### src/rtl/priority_process_queue_core_defines.svh
// Assertion shorthands used by the queue RTL.
// Each expects signals named clk and rst in the module that uses it.
`ifndef PRIORITY_PROCESS_QUEUE_CORE_DEFINES_SVH
`define PRIORITY_PROCESS_QUEUE_CORE_DEFINES_SVH

// Condition that holds on every cycle outside reset
`define PPQ_ASSERT_ALWAYS(lbl, cond, msg) \
  lbl: assert property (@(posedge clk) disable iff (rst) (cond)) else $error(msg);

// Consequence that holds in the same cycle as its cause
`define PPQ_ASSERT_IMP(lbl, ante, cons, msg) \
  lbl: assert property (@(posedge clk) disable iff (rst) (ante) |-> (cons)) else $error(msg);

// Consequence that holds in the cycle after its cause
`define PPQ_ASSERT_NEXT(lbl, ante, cons, msg) \
  lbl: assert property (@(posedge clk) disable iff (rst) (ante) |=> (cons)) else $error(msg);

`endif

### src/rtl/ppq_pkg.sv
package ppq_pkg;

  localparam int ID_W   = 5;
  localparam int PRIO_W = 8;
  localparam int FUNC_W = 2;
  localparam int STAT_W = 2;
  localparam int FILL_W = 6;

  // Operation codes
  localparam logic [FUNC_W-1:0] OP_INSERT      = 2'd0;
  localparam logic [FUNC_W-1:0] OP_REMOVE_HEAD = 2'd1;
  localparam logic [FUNC_W-1:0] OP_REMOVE_ID   = 2'd2;

  // Result status codes
  localparam logic [STAT_W-1:0] STAT_DONE = 2'd0;
  localparam logic [STAT_W-1:0] STAT_MISS = 2'd1;
  localparam logic [STAT_W-1:0] STAT_FULL = 2'd2;

  typedef struct packed {
    logic [ID_W-1:0]   id;
    logic [PRIO_W-1:0] prio;
  } entry_t;

  typedef struct packed {
    logic [STAT_W-1:0] status;
    entry_t            taken;
    logic              is_empty;
    entry_t            front;
    logic [FILL_W-1:0] fill;
  } res_t;

  typedef enum logic [2:0] {
    S_IDLE,
    S_INS,
    S_INS_LAST,
    S_REM,
    S_FIN
  } seq_state_t;

endpackage

### src/rtl/ppq_mem.sv
module ppq_mem #(
  parameter int DEPTH = 32
) (
  input  logic                     clk,
  input  logic [$clog2(DEPTH)-1:0] rd_addr,
  output ppq_pkg::entry_t          rd_data,
  input  logic                     wr_en,
  input  logic [$clog2(DEPTH)-1:0] wr_addr,
  input  ppq_pkg::entry_t          wr_data
);
  import ppq_pkg::*;

  entry_t mem [DEPTH];

  // Write port
  always_ff @(posedge clk) begin
    if (wr_en) begin
      mem[wr_addr] <= wr_data;
    end
  end

  // Registered read port
  always_ff @(posedge clk) begin
    rd_data <= mem[rd_addr];
  end

endmodule

### src/rtl/ppq_seq.sv
module ppq_seq #(
  parameter int DEPTH = 32
) (
  input  logic                          clk,
  input  logic                          rst,
  input  logic                          start,
  input  logic [ppq_pkg::FUNC_W-1:0]    in_func,
  input  ppq_pkg::entry_t               in_ent,
  output logic                          idle,
  output logic                          res_valid,
  input  logic                          res_ready,
  output ppq_pkg::res_t                 res,
  output logic [$clog2(DEPTH)-1:0]      rd_addr,
  input  ppq_pkg::entry_t               rd_data,
  output logic                          wr_en,
  output logic [$clog2(DEPTH)-1:0]      wr_addr,
  output ppq_pkg::entry_t               wr_data
);
  import ppq_pkg::*;
  `include "priority_process_queue_core_defines.svh"

  localparam int AW = $clog2(DEPTH);
  localparam int CW = $clog2(DEPTH + 1);

  seq_state_t        state, state_next;
  logic [AW-1:0]     k;
  logic [CW-1:0]     cnt;
  logic              found;
  logic              at_head;
  entry_t            head;
  entry_t            taken;
  entry_t            op_ent;
  logic [FUNC_W-1:0] op_func;
  logic [STAT_W-1:0] status;

  logic [AW-1:0]     last_idx;
  logic              rem_last;
  logic              hit;
  logic              place;

  assign last_idx = AW'(cnt - CW'(1));
  assign rem_last = (CW'(k) == (cnt - CW'(1)));
  assign hit      = !found && ((op_func == OP_REMOVE_HEAD) || (rd_data.id == op_ent.id));
  assign place    = (rd_data.prio >= op_ent.prio);

  // State register
  always_ff @(posedge clk) begin
    if (rst) begin
      state <= S_IDLE;
    end else begin
      state <= state_next;
    end
  end

  // Next state and memory control
  always_comb begin
    state_next = state;
    idle       = 1'b0;
    res_valid  = 1'b0;
    rd_addr    = k;
    wr_en      = 1'b0;
    wr_addr    = k;
    wr_data    = rd_data;
    unique case (state)
      S_IDLE: begin
        idle = 1'b1;
        if (start) begin
          priority if (in_func == OP_INSERT) begin
            rd_addr = last_idx;
            if (cnt == CW'(DEPTH)) begin
              state_next = S_FIN;
            end else if (cnt == '0) begin
              state_next = S_INS_LAST;
            end else begin
              state_next = S_INS;
            end
          end else if ((in_func == OP_REMOVE_HEAD) || (in_func == OP_REMOVE_ID)) begin
            rd_addr    = '0;
            state_next = (cnt == '0) ? S_FIN : S_REM;
          end else begin
            state_next = S_FIN;
          end
        end
      end
      // Walk down from the tail, shifting each lower-priority entry up one slot
      S_INS: begin
        wr_en   = 1'b1;
        wr_addr = AW'(k + AW'(1));
        wr_data = place ? op_ent : rd_data;
        rd_addr = AW'(k - AW'(1));
        if (place) begin
          state_next = S_FIN;
        end else if (k == '0) begin
          state_next = S_INS_LAST;
        end
      end
      S_INS_LAST: begin
        wr_en      = 1'b1;
        wr_addr    = '0;
        wr_data    = op_ent;
        state_next = S_FIN;
      end
      // Walk up from the head, closing the gap behind the removed entry
      S_REM: begin
        wr_en   = found;
        wr_addr = AW'(k - AW'(1));
        wr_data = rd_data;
        rd_addr = AW'(k + AW'(1));
        if (rem_last) begin
          state_next = S_FIN;
        end
      end
      S_FIN: begin
        res_valid = 1'b1;
        if (res_ready) begin
          state_next = S_IDLE;
        end
      end
      default: begin
        state_next = S_IDLE;
      end
    endcase
  end

  // Entry count
  always_ff @(posedge clk) begin
    if (rst) begin
      cnt <= '0;
    end else begin
      priority if (state == S_INS_LAST || (state == S_INS && place)) begin
        cnt <= cnt + CW'(1);
      end else if (state == S_REM && rem_last && (found || hit)) begin
        cnt <= cnt - CW'(1);
      end
    end
  end

  // Walk datapath: index, captured operation, removed entry, cached head
  always_ff @(posedge clk) begin
    unique case (state)
      S_IDLE: begin
        op_func <= in_func;
        op_ent  <= in_ent;
        taken   <= '0;
        found   <= 1'b0;
        at_head <= 1'b0;
        k       <= (in_func == OP_INSERT) ? last_idx : '0;
        priority if (in_func == OP_INSERT) begin
          status <= (cnt == CW'(DEPTH)) ? STAT_FULL : STAT_DONE;
        end else if ((in_func == OP_REMOVE_HEAD) || (in_func == OP_REMOVE_ID)) begin
          status <= (cnt == '0) ? STAT_MISS : STAT_DONE;
        end else begin
          status <= STAT_DONE;
        end
      end
      S_INS: begin
        k <= AW'(k - AW'(1));
      end
      S_INS_LAST: begin
        head <= op_ent;
      end
      S_REM: begin
        k <= AW'(k + AW'(1));
        if (hit) begin
          found   <= 1'b1;
          taken   <= rd_data;
          at_head <= (k == '0);
        end
        // Old second entry becomes the head once the head is taken
        if (found && at_head && k == AW'(1)) begin
          head <= rd_data;
        end
        if (rem_last && !(found || hit)) begin
          status <= STAT_MISS;
        end
      end
      S_FIN: begin
      end
      default: begin
      end
    endcase
  end

  // Result as it stands after the operation
  always_comb begin
    res.status   = status;
    res.taken    = taken;
    res.is_empty = (cnt == '0);
    res.front    = (cnt == '0) ? entry_t'('0) : head;
    res.fill     = FILL_W'(cnt);
  end

  `PPQ_ASSERT_ALWAYS(a_cnt_bound, cnt <= CW'(DEPTH), "entry count above depth")
  `PPQ_ASSERT_IMP(a_full_only_at_depth, state == S_FIN && status == STAT_FULL,
    cnt == CW'(DEPTH), "full reported below depth")
  `PPQ_ASSERT_NEXT(a_remove_drops_one, state == S_REM && rem_last && (found || hit),
    cnt == $past(cnt) - CW'(1), "removal did not drop the count by one")
  `PPQ_ASSERT_IMP(a_write_in_range, wr_en, CW'(wr_addr) <= cnt,
    "write beyond the end of the queue")

endmodule

### src/rtl/priority_process_queue_core.sv
// Sorted priority queue of process identifiers, highest priority first,
// equal priorities kept in arrival order.
// Input channel s_*: one operation per transaction (insert, remove head,
// remove by identifier). Output channel m_*: one result per operation,
// giving status, the removed entry, and head, empty flag and count as they
// stand after the operation.
// Entries live in a single memory with a registered read port; an insert or
// remove walks it one entry a cycle, reading one slot and writing its
// neighbour. A remove walks every entry, an insert only those behind the new
// one, and a refused insert, a remove from an empty queue or an ignored
// operation code goes straight to the result. The next operation is accepted
// from the cycle after the previous result is loaded, so operations are taken
// one at a time.
// Reset empties the queue at once; no clearing pass is needed.
// If the receiver stalls, the result holds in the output register and a
// further finished result waits in the sequencer, which then takes no
// new transaction.
module priority_process_queue_core #(
  parameter int DEPTH = 32
) (
  input  logic        clk,
  input  logic        rst,
  input  logic        s_tvalid,
  output logic        s_tready,
  input  logic [15:0] s_tdata,  // proc_id[4:0], prio[12:5], zero fill
  input  logic [1:0]  s_tuser,  // func[1:0]
  output logic        m_tvalid,
  input  logic        m_tready,
  output logic [39:0] m_tdata,  // taken_id[4:0], taken_prio[12:5], is_empty[13],
                                // front_id[18:14], front_prio[26:19], fill[32:27],
                                // zero fill
  output logic [1:0]  m_tuser   // status[1:0]
);
  import ppq_pkg::*;

  localparam int AW = $clog2(DEPTH);

  logic          start;
  logic          idle;
  entry_t        in_ent;
  logic          res_valid;
  logic          res_ready;
  res_t          res;
  logic [AW-1:0] rd_addr;
  entry_t        rd_data;
  logic          wr_en;
  logic [AW-1:0] wr_addr;
  entry_t        wr_data;

  assign s_tready    = idle;
  assign start       = s_tvalid && s_tready;
  assign in_ent.id   = s_tdata[4:0];
  assign in_ent.prio = s_tdata[12:5];
  assign res_ready   = !m_tvalid || m_tready;

  ppq_mem #(.DEPTH(DEPTH)) u_mem (
    .clk     (clk),
    .rd_addr (rd_addr),
    .rd_data (rd_data),
    .wr_en   (wr_en),
    .wr_addr (wr_addr),
    .wr_data (wr_data)
  );

  ppq_seq #(.DEPTH(DEPTH)) u_seq (
    .clk       (clk),
    .rst       (rst),
    .start     (start),
    .in_func   (s_tuser),
    .in_ent    (in_ent),
    .idle      (idle),
    .res_valid (res_valid),
    .res_ready (res_ready),
    .res       (res),
    .rd_addr   (rd_addr),
    .rd_data   (rd_data),
    .wr_en     (wr_en),
    .wr_addr   (wr_addr),
    .wr_data   (wr_data)
  );

  // Output register: load a finished result, drop it once taken
  always_ff @(posedge clk) begin
    if (rst) begin
      m_tvalid <= 1'b0;
    end else if (res_valid && res_ready) begin
      m_tvalid <= 1'b1;
    end else if (m_tready) begin
      m_tvalid <= 1'b0;
    end
  end

  always_ff @(posedge clk) begin
    if (res_valid && res_ready) begin
      m_tuser <= res.status;
      m_tdata <= {7'd0, res.fill, res.front.prio, res.front.id, res.is_empty,
                  res.taken.prio, res.taken.id};
    end
  end

endmodule

### config.mk
export PLATFORM = sky130hd
export DESIGN_NAME = priority_process_queue_core
export DESIGN_NICKNAME = d
export VERILOG_FILES = /design/src/rtl/ppq_pkg.sv /design/src/rtl/ppq_mem.sv /design/src/rtl/ppq_seq.sv /design/src/rtl/priority_process_queue_core.sv
export VERILOG_INCLUDE_DIRS = /design/src /design/src/rtl
export SDC_FILE = /design/constraint.sdc
export NUM_CORES = 1
export LEC_CHECK = 0
export BUFFER_PORTS_ARGS = -buffer_cell sky130_fd_sc_hd__buf_2
export CORE_MARGIN = 2
export CORE_UTILIZATION = 35
export DETAILED_ROUTE_END_ITERATION = 16
export PLACE_DENSITY = 0.57
export SLEW_MARGIN = 10
export SYNTH_ARGS = -nofsm -noshare
export SYNTH_HDL_FRONTEND = slang
export SYNTH_SLANG_ARGS = --single-unit
### constraint.sdc
create_clock -name clk -period 3.05 [get_ports clk]
set_input_delay 0.305 -clock clk [delete_from_list [all_inputs] [get_ports clk]]
set_output_delay 0.305 -clock clk [all_outputs]
set_load 0.01 [all_outputs]
# ---- After elaboration in Yosys (flattened, before gate mapping)
# Memory sizes are Yosys's and may differ from the RTL's. A register that Yosys moved wholly into a read port is not among the register bits.
# Cells that the tools add are included.
dict set report word_totals {
  ff_bits 95
  latchBits 0
  ram_bits 416
  rom_bits 0
  input_bits 22
  output_inout_bits 44
  elab_cells 115
  mem_count 1
}
# memory depth width read_ports rd_clocked_by_memory_dff wr line
set memory_table {}
lappend memory_table {u_mem.mem 32 13 1 1 1 ppq_mem.sv:13} ;# entry_t mem [DEPTH];
dict set report classes {
  n_addsub 4
  multipliers 0
  n_div 0
  magnitude_cmp 1
  eq_ne 18
  shifts 0
  muxes 43
  bitwise_logic 0
  n_reduce_logical 31
}
# operator count
set op_table {}
lappend op_table {{$pmux 13 s2} 3}
lappend op_table {{$pmux 5 s3} 3}
lappend op_table {{$mux 13} 3}
lappend op_table {{$mux 3} 9}
lappend op_table {{$mux 5} 4}
lappend op_table {{$pmux 3 s5} 1}
lappend op_table {{$mux 6} 2}
lappend op_table {{$mux 2} 5}
lappend op_table {{$logic_and 1x1->1} 9}
lappend op_table {{$mux 1} 9}
lappend op_table {{$ge 8x8->1} 1}
lappend op_table {{$ne 2x2->1 const B} 4}
lappend op_table {{$reduce_bool 2->1} 4}
lappend op_table {{$add 6x1->6 const B} 1}
lappend op_table {{$eq 3x2->1 const B} 2}
lappend op_table {{$eq 5x6->1} 1}
lappend op_table {{$eq 6x6->1 const B} 1}
lappend op_table {{$logic_not 6->1} 1}
lappend op_table {{$pmux 1 s2} 3}
lappend op_table {{$reduce_and 2->1} 3}
lappend op_table {{$sub 6x1->6 const B} 1}
lappend op_table {{$add 5x1->5 const B} 1}
lappend op_table {{$eq 5x1->1 const B} 1}
lappend op_table {{$eq 5x5->1} 1}
lappend op_table {{16 further kinds} 24}

# ---- Longest topological paths before layout
dict set report depth {
  ltp_word 8
  ltp_mapped 13
  ltp_nobuf 9
}

# ---- By module
# Synthesis repeated with hierarchy kept, for this count alone.
dict set report unflattened {
  hier_cells 1352
  hier_area_um2 21484.4
}
# module n_inst cells_each area_each_um2 seq_area_each_um2
set modules_own_cells {}
lappend modules_own_cells {ppq_mem 1 936 16728.5 12752.2}
lappend modules_own_cells {ppq_seq 1 367 3587.2 1681.6}
lappend modules_own_cells {priority_process_queue_core 1 49 1168.6 1071.0}

# ---- Worst setup path before layout
# Ideal clock, no wire load.
dict set report synth_path {
  kind {register to register}
  startpoint {register u_seq.k[0]}
  endpoint {memory u_mem.mem[24][0] (netlist bit) (enable)}
  setup_ps 417
  t_arrival_ps 2965
  required_time_ps 2633
  slack_ps -332
  path_stages_with_launch 7
  path_buffers 0
  synth_period_minus_slack_ps 3382
  cell_sequence {edfxtp_1 or3_4 mux2_2 nor3_1 a21oi_1 o21a_1 nor4_1}
}
dict set report synth_via {
  elab_chain_len 2
  word_cells_on_any_way 3
  cone_classes {add/sub: 2; mux: 1}
}
# item line
set synth_lines {}
lappend synth_lines {{start, declared} ppq_seq.sv:26} ;# logic [AW-1:0] k;
lappend synth_lines {{start signal, assigned} ppq_seq.sv:147} ;# k <= (in_func == OP_INSERT) ? last_idx : '0;
lappend synth_lines {{start signal, assigned} ppq_seq.sv:157} ;# k <= AW'(k - AW'(1));
lappend synth_lines {{start signal, assigned} ppq_seq.sv:163} ;# k <= AW'(k + AW'(1));
lappend synth_lines {{$sub 5x1->5 or $add 5x1->5 (tied branches)} {ppq_seq.sv:106, ppq_seq.sv:88}}
lappend synth_lines {{$pmux 5 s3 *} ppq_seq.sv:64} ;# unique case (state)
lappend synth_lines {{end, declared} ppq_mem.sv:13}
# Mark *: on every way between the ends. The rest lies on a longest branch, timed or not.

# ---- Worst setup path in the final report
dict set report layout_path {
  startpoint {register u_seq.k[1]}
  endpoint {register, netlist name u_mem.rd_data[1]}
}
dict set report layout_via {
  elab_chain_len 4
  word_cells_on_any_way 6
  cone_classes {add/sub: 2; mux: 4}
}
# item line
set layout_lines {}
lappend layout_lines {{parallel branches: the longest is 3 deep, another holds $add 5x1->5} -}
lappend layout_lines {{$pmux 5 s3 *} ppq_seq.sv:64}
# Mark *: on every way between the ends.
# A chain may end at the register's enable or synchronous reset.

==> impl_metrics.toml <==
[pwr]
power_density_mw_per_mm2 = 759
ir_drop_mv = 0.403
p_sw_mw = 5.73
power.total_mw = 19.8
clockPowerShare_pct = 30.9
p_seq_share_pct = 47.1
internal-power_mw = 14.1
p_leak_nw = 9.29
sw_frac_of_total_pct = 28.9
combinationalPowerShare_pct = 22.0

[layout]
drive_above_1_share_pct = 21.3
design_area_mm2 = 0.0260
nets = 1659
multiInputGateArea_mm2 = 0.00579
regArea_mm2 = 0.0155
antenna_cells = 0
filler_cell_count = 5530
area_growth_pct = 20.0

[synthesis]
synth_warnings = 0
synth-main-ff-cell = "edfxtp_1"
netlist_instances = 1433
synth_top_area_cell = "edfxtp_1"
yosys-top-cells-area = "edfxtp_1 69%, mux2i_1 6.2%, nand2_1 2.4%"
ys_types = 71
ys_ff_latch = 524
synth-async-reset-ratio_pct = 0
synth_common_cells = "501 x edfxtp_1, 138 x nand2_1, 135 x mux2i_1, 71 x and3_1, 63 x nand3_1"
avgSynthCellArea_um2 = 15.1
yosysSeqAreaShare_pct = 71.4
synth-edff-count = 501
yosysMostFrequentCell = "edfxtp_1"
synth_area_mm2 = 0.0217
synth_top_area_share_pct = 69.3

[setup_path]
crit_buf_inv = 3
cpMostUsedCell = "buf_4"
cp-start-kind = "flop"
cpMaxStageDelayCell = "o32a_1"
cp_slowest_stage_delay_ns = 0.47
crit_type = "reg -> reg"
crit_required_ns = 3.60
critPathTopFamily = "compound AO/OA/AOI/OAI gates"
arrival_ns = 3.47
end_kind = "flop"
cp_cell_sequence = "inv_1 > ha_1 > nor4b_2 > a41oi_1 > a211o_1 > a21oi_4 > buf_4 > nand3_1 > buf_4 > o32a_1 > nand4_1"
crit_fanout = 13

[global_route]
gr-usage-all-layers_pct = 16.6
grt_pass1_wl_um = 79500
grt_antenna_before_repair = 0
grt_remaining_overflow = 0
grt_pass1_vias = 12700
grt_start_max_net_pins = 53

[floorplanning]
fp.dieH_um = 253
dieArea_mm2 = 0.0640
io_pins = 66
fp.dieW_um = 253
initial_core_util_pct = 35.3
design.core.area_mm2 = 0.0615
rows = 91

[sta]
period_needed_ns = 2.92
setup_violations = 0
hold_viol = 0
tns_ns = 0
fmax_mhz = 342
finalCritPeriodShare_pct = 95.8
finClkSkew_ns = 0.0266
drv_slew = 0
slew_headroom_pct = 49.9
tightest_slew_ns = 0.751

[placed_design]
post_dp_cell_area_mm2 = 0.0242
io_buffers = 55
dp_hpwl_um = 34100
place_congestion = 0.858

[clock_network]
clock-sinks = 524
clkLatencyLatePin_ns = 0.62
cts_buffers = 53
clk_pin_slew_ns = 0.06
tritoncts = "built"
h-tree-depth = 2
cts_setup_buffers = 0
cts_max_path_buffers = 3
root_buffer = "clkbuf_16"

[drt]
drc = 0
wl_per_cell_um = 21.7
ant_nets = 0
via_count = 12800
firstDrtPassIters = 5
dr.first_iter.drc_count = 950
wl_um = 53200
routed_via_density = 5.20

[hold_path]
hp-class = "in -> reg"

[run]
drv_cap = 0

[run_status]
status = "complete, no violations"
-- registers in the layout, summed over array words and instances, names as in the netlist, 2 cells and up --
name           flops
m_tdata           33
u_seq.k            5
u_seq.op_ent      13
u_seq.cnt          6
m_tuser            2
u_seq.op_func      2
u_seq.head        13
u_seq.res         13
u_seq.state        3
u_seq.status       2
u_mem.mem        416
u_mem.rd_data     13
-- cell usage in the layout (no fill, tap or decap), drive strengths merged, types with 12 or more instances in the layout --
master       netlist  layout
dfxtp             23      23
a32oi             26      26
buf               51     210
o21ai             15      15
clkbuf            46      71
clkinv             0      21
dlygate4sd3        0      16
mux2              39      39
nand4             18      18
a21oi             17      17
mux2i            135     135
nand3             63      63
a21o              15      15
nor2              39      39
nand2            138     138
nor2b             21      21
o32a              27      27
and3              71      71
xnor2             12      12
a211oi            54      54
edfxtp           501     501
inv               23      25
ha                14      14
-- path summary, 6_finish.rpt --
path / start / end / slack, ns / cells past startpoint
setup reg to reg: u_seq.k[1]$_DFFE_PP_ / u_mem.rd_data[1]$_DFF_P_ / 0.13 / 11
setup / recovery: u_seq.k[1]$_DFFE_PP_ / u_mem.rd_data[1]$_DFF_P_ / 0.13 / 11
hold / removal: m_tready / m_tvalid$_SDFFE_PP0P_ / 0.08 / 3
hold reg to reg: u_seq.res[22]$_SDFFCE_PP0P_ / m_tdata[7]$_DFFE_PP_ / 0.42 / 0
-- cell families (layout without fill, tap and decap cells) --
| logic type | Yosys count | in the layout | synth area share [%] |
|---|---|---|---|
| AO/OA/AOI/OAI | 190 | 190 | 7.01 |
| flip-flops | 524 | 524 | 71.4 |
| adder cells (fa/ha/maj) | 14 | 14 | 0.807 |
| buffers and inverters | 120 | 347 | 2.50 |
| other | 1 | 7 | 0.0173 |
| AND/OR/NAND/NOR | 391 | 391 | 9.02 |
| XOR/XNOR | 19 | 19 | 0.963 |
| multiplexers | 174 | 174 | 8.25 |
-- final cells by class --
cell class | count | share of cell area, %
repair buffers | 226 | 7.86
inverters | 23 | 0.332
clock buffers | 71 | 5.43
well taps | 790 | 3.80
clock inverters | 27 | 0.802
multi-input cells | 795 | 22.2
flip-flops and latches | 524 | 59.5
-- metal layers --
metal	global-route usage [%]	vias to the layer above	wire length, um	part of all wire, %
met3	2.73	64	2660	5.0
met2	27.3	321	25500	48
met4	4.70	0	1210	2.3
li1	-	5944	-	-
met5	0	-	0	0
met1	22.8	6437	23900	45
-- power by group through the flow --
stage | logic [mW] | registers [mW] | clock network, mW
final | 4.36 | 9.31 | 6.10
after floorplan | 2.24 | 9.33 | 0
after CTS | 4.40 | 9.30 | 6.25
after detailed placement | 4.35 | 9.45 | 0
after global routing | 4.69 | 9.32 | 6.53
after global placement | 4.28 | 9.45 | 0
-- tightest hold or removal path: stages --
cell	delay [ns]
buf_2	0.07
nand2b_1	0.17
a21oi_1	0.08
-- metrics by stage --
stage          setup slack [ns]  hold slack [ns]  cells  utilization (%)
2_1_floorplan            -0.332            0.400   1439                -
3_3_place_gp             0.0319            0.403   2342             39.4
3_5_place_dp            -0.0135            0.408   2342             39.4
4_1_cts                 0.00647           0.0584   2456             42.3
5_1_grt                -0.00889           0.0861   2456             42.4
6_report                  0.129           0.0825   2456             42.4
-- repair_timing --
action                                  in CTS  in global routing
pin swaps                                    0                  1
endpoints found under the hold margin       18                  0
hold buffers                                16                  0
gates resized for setup                      1                 15
endpoints found under the setup margin       1                204
Power figures use the tool's default switching activity.
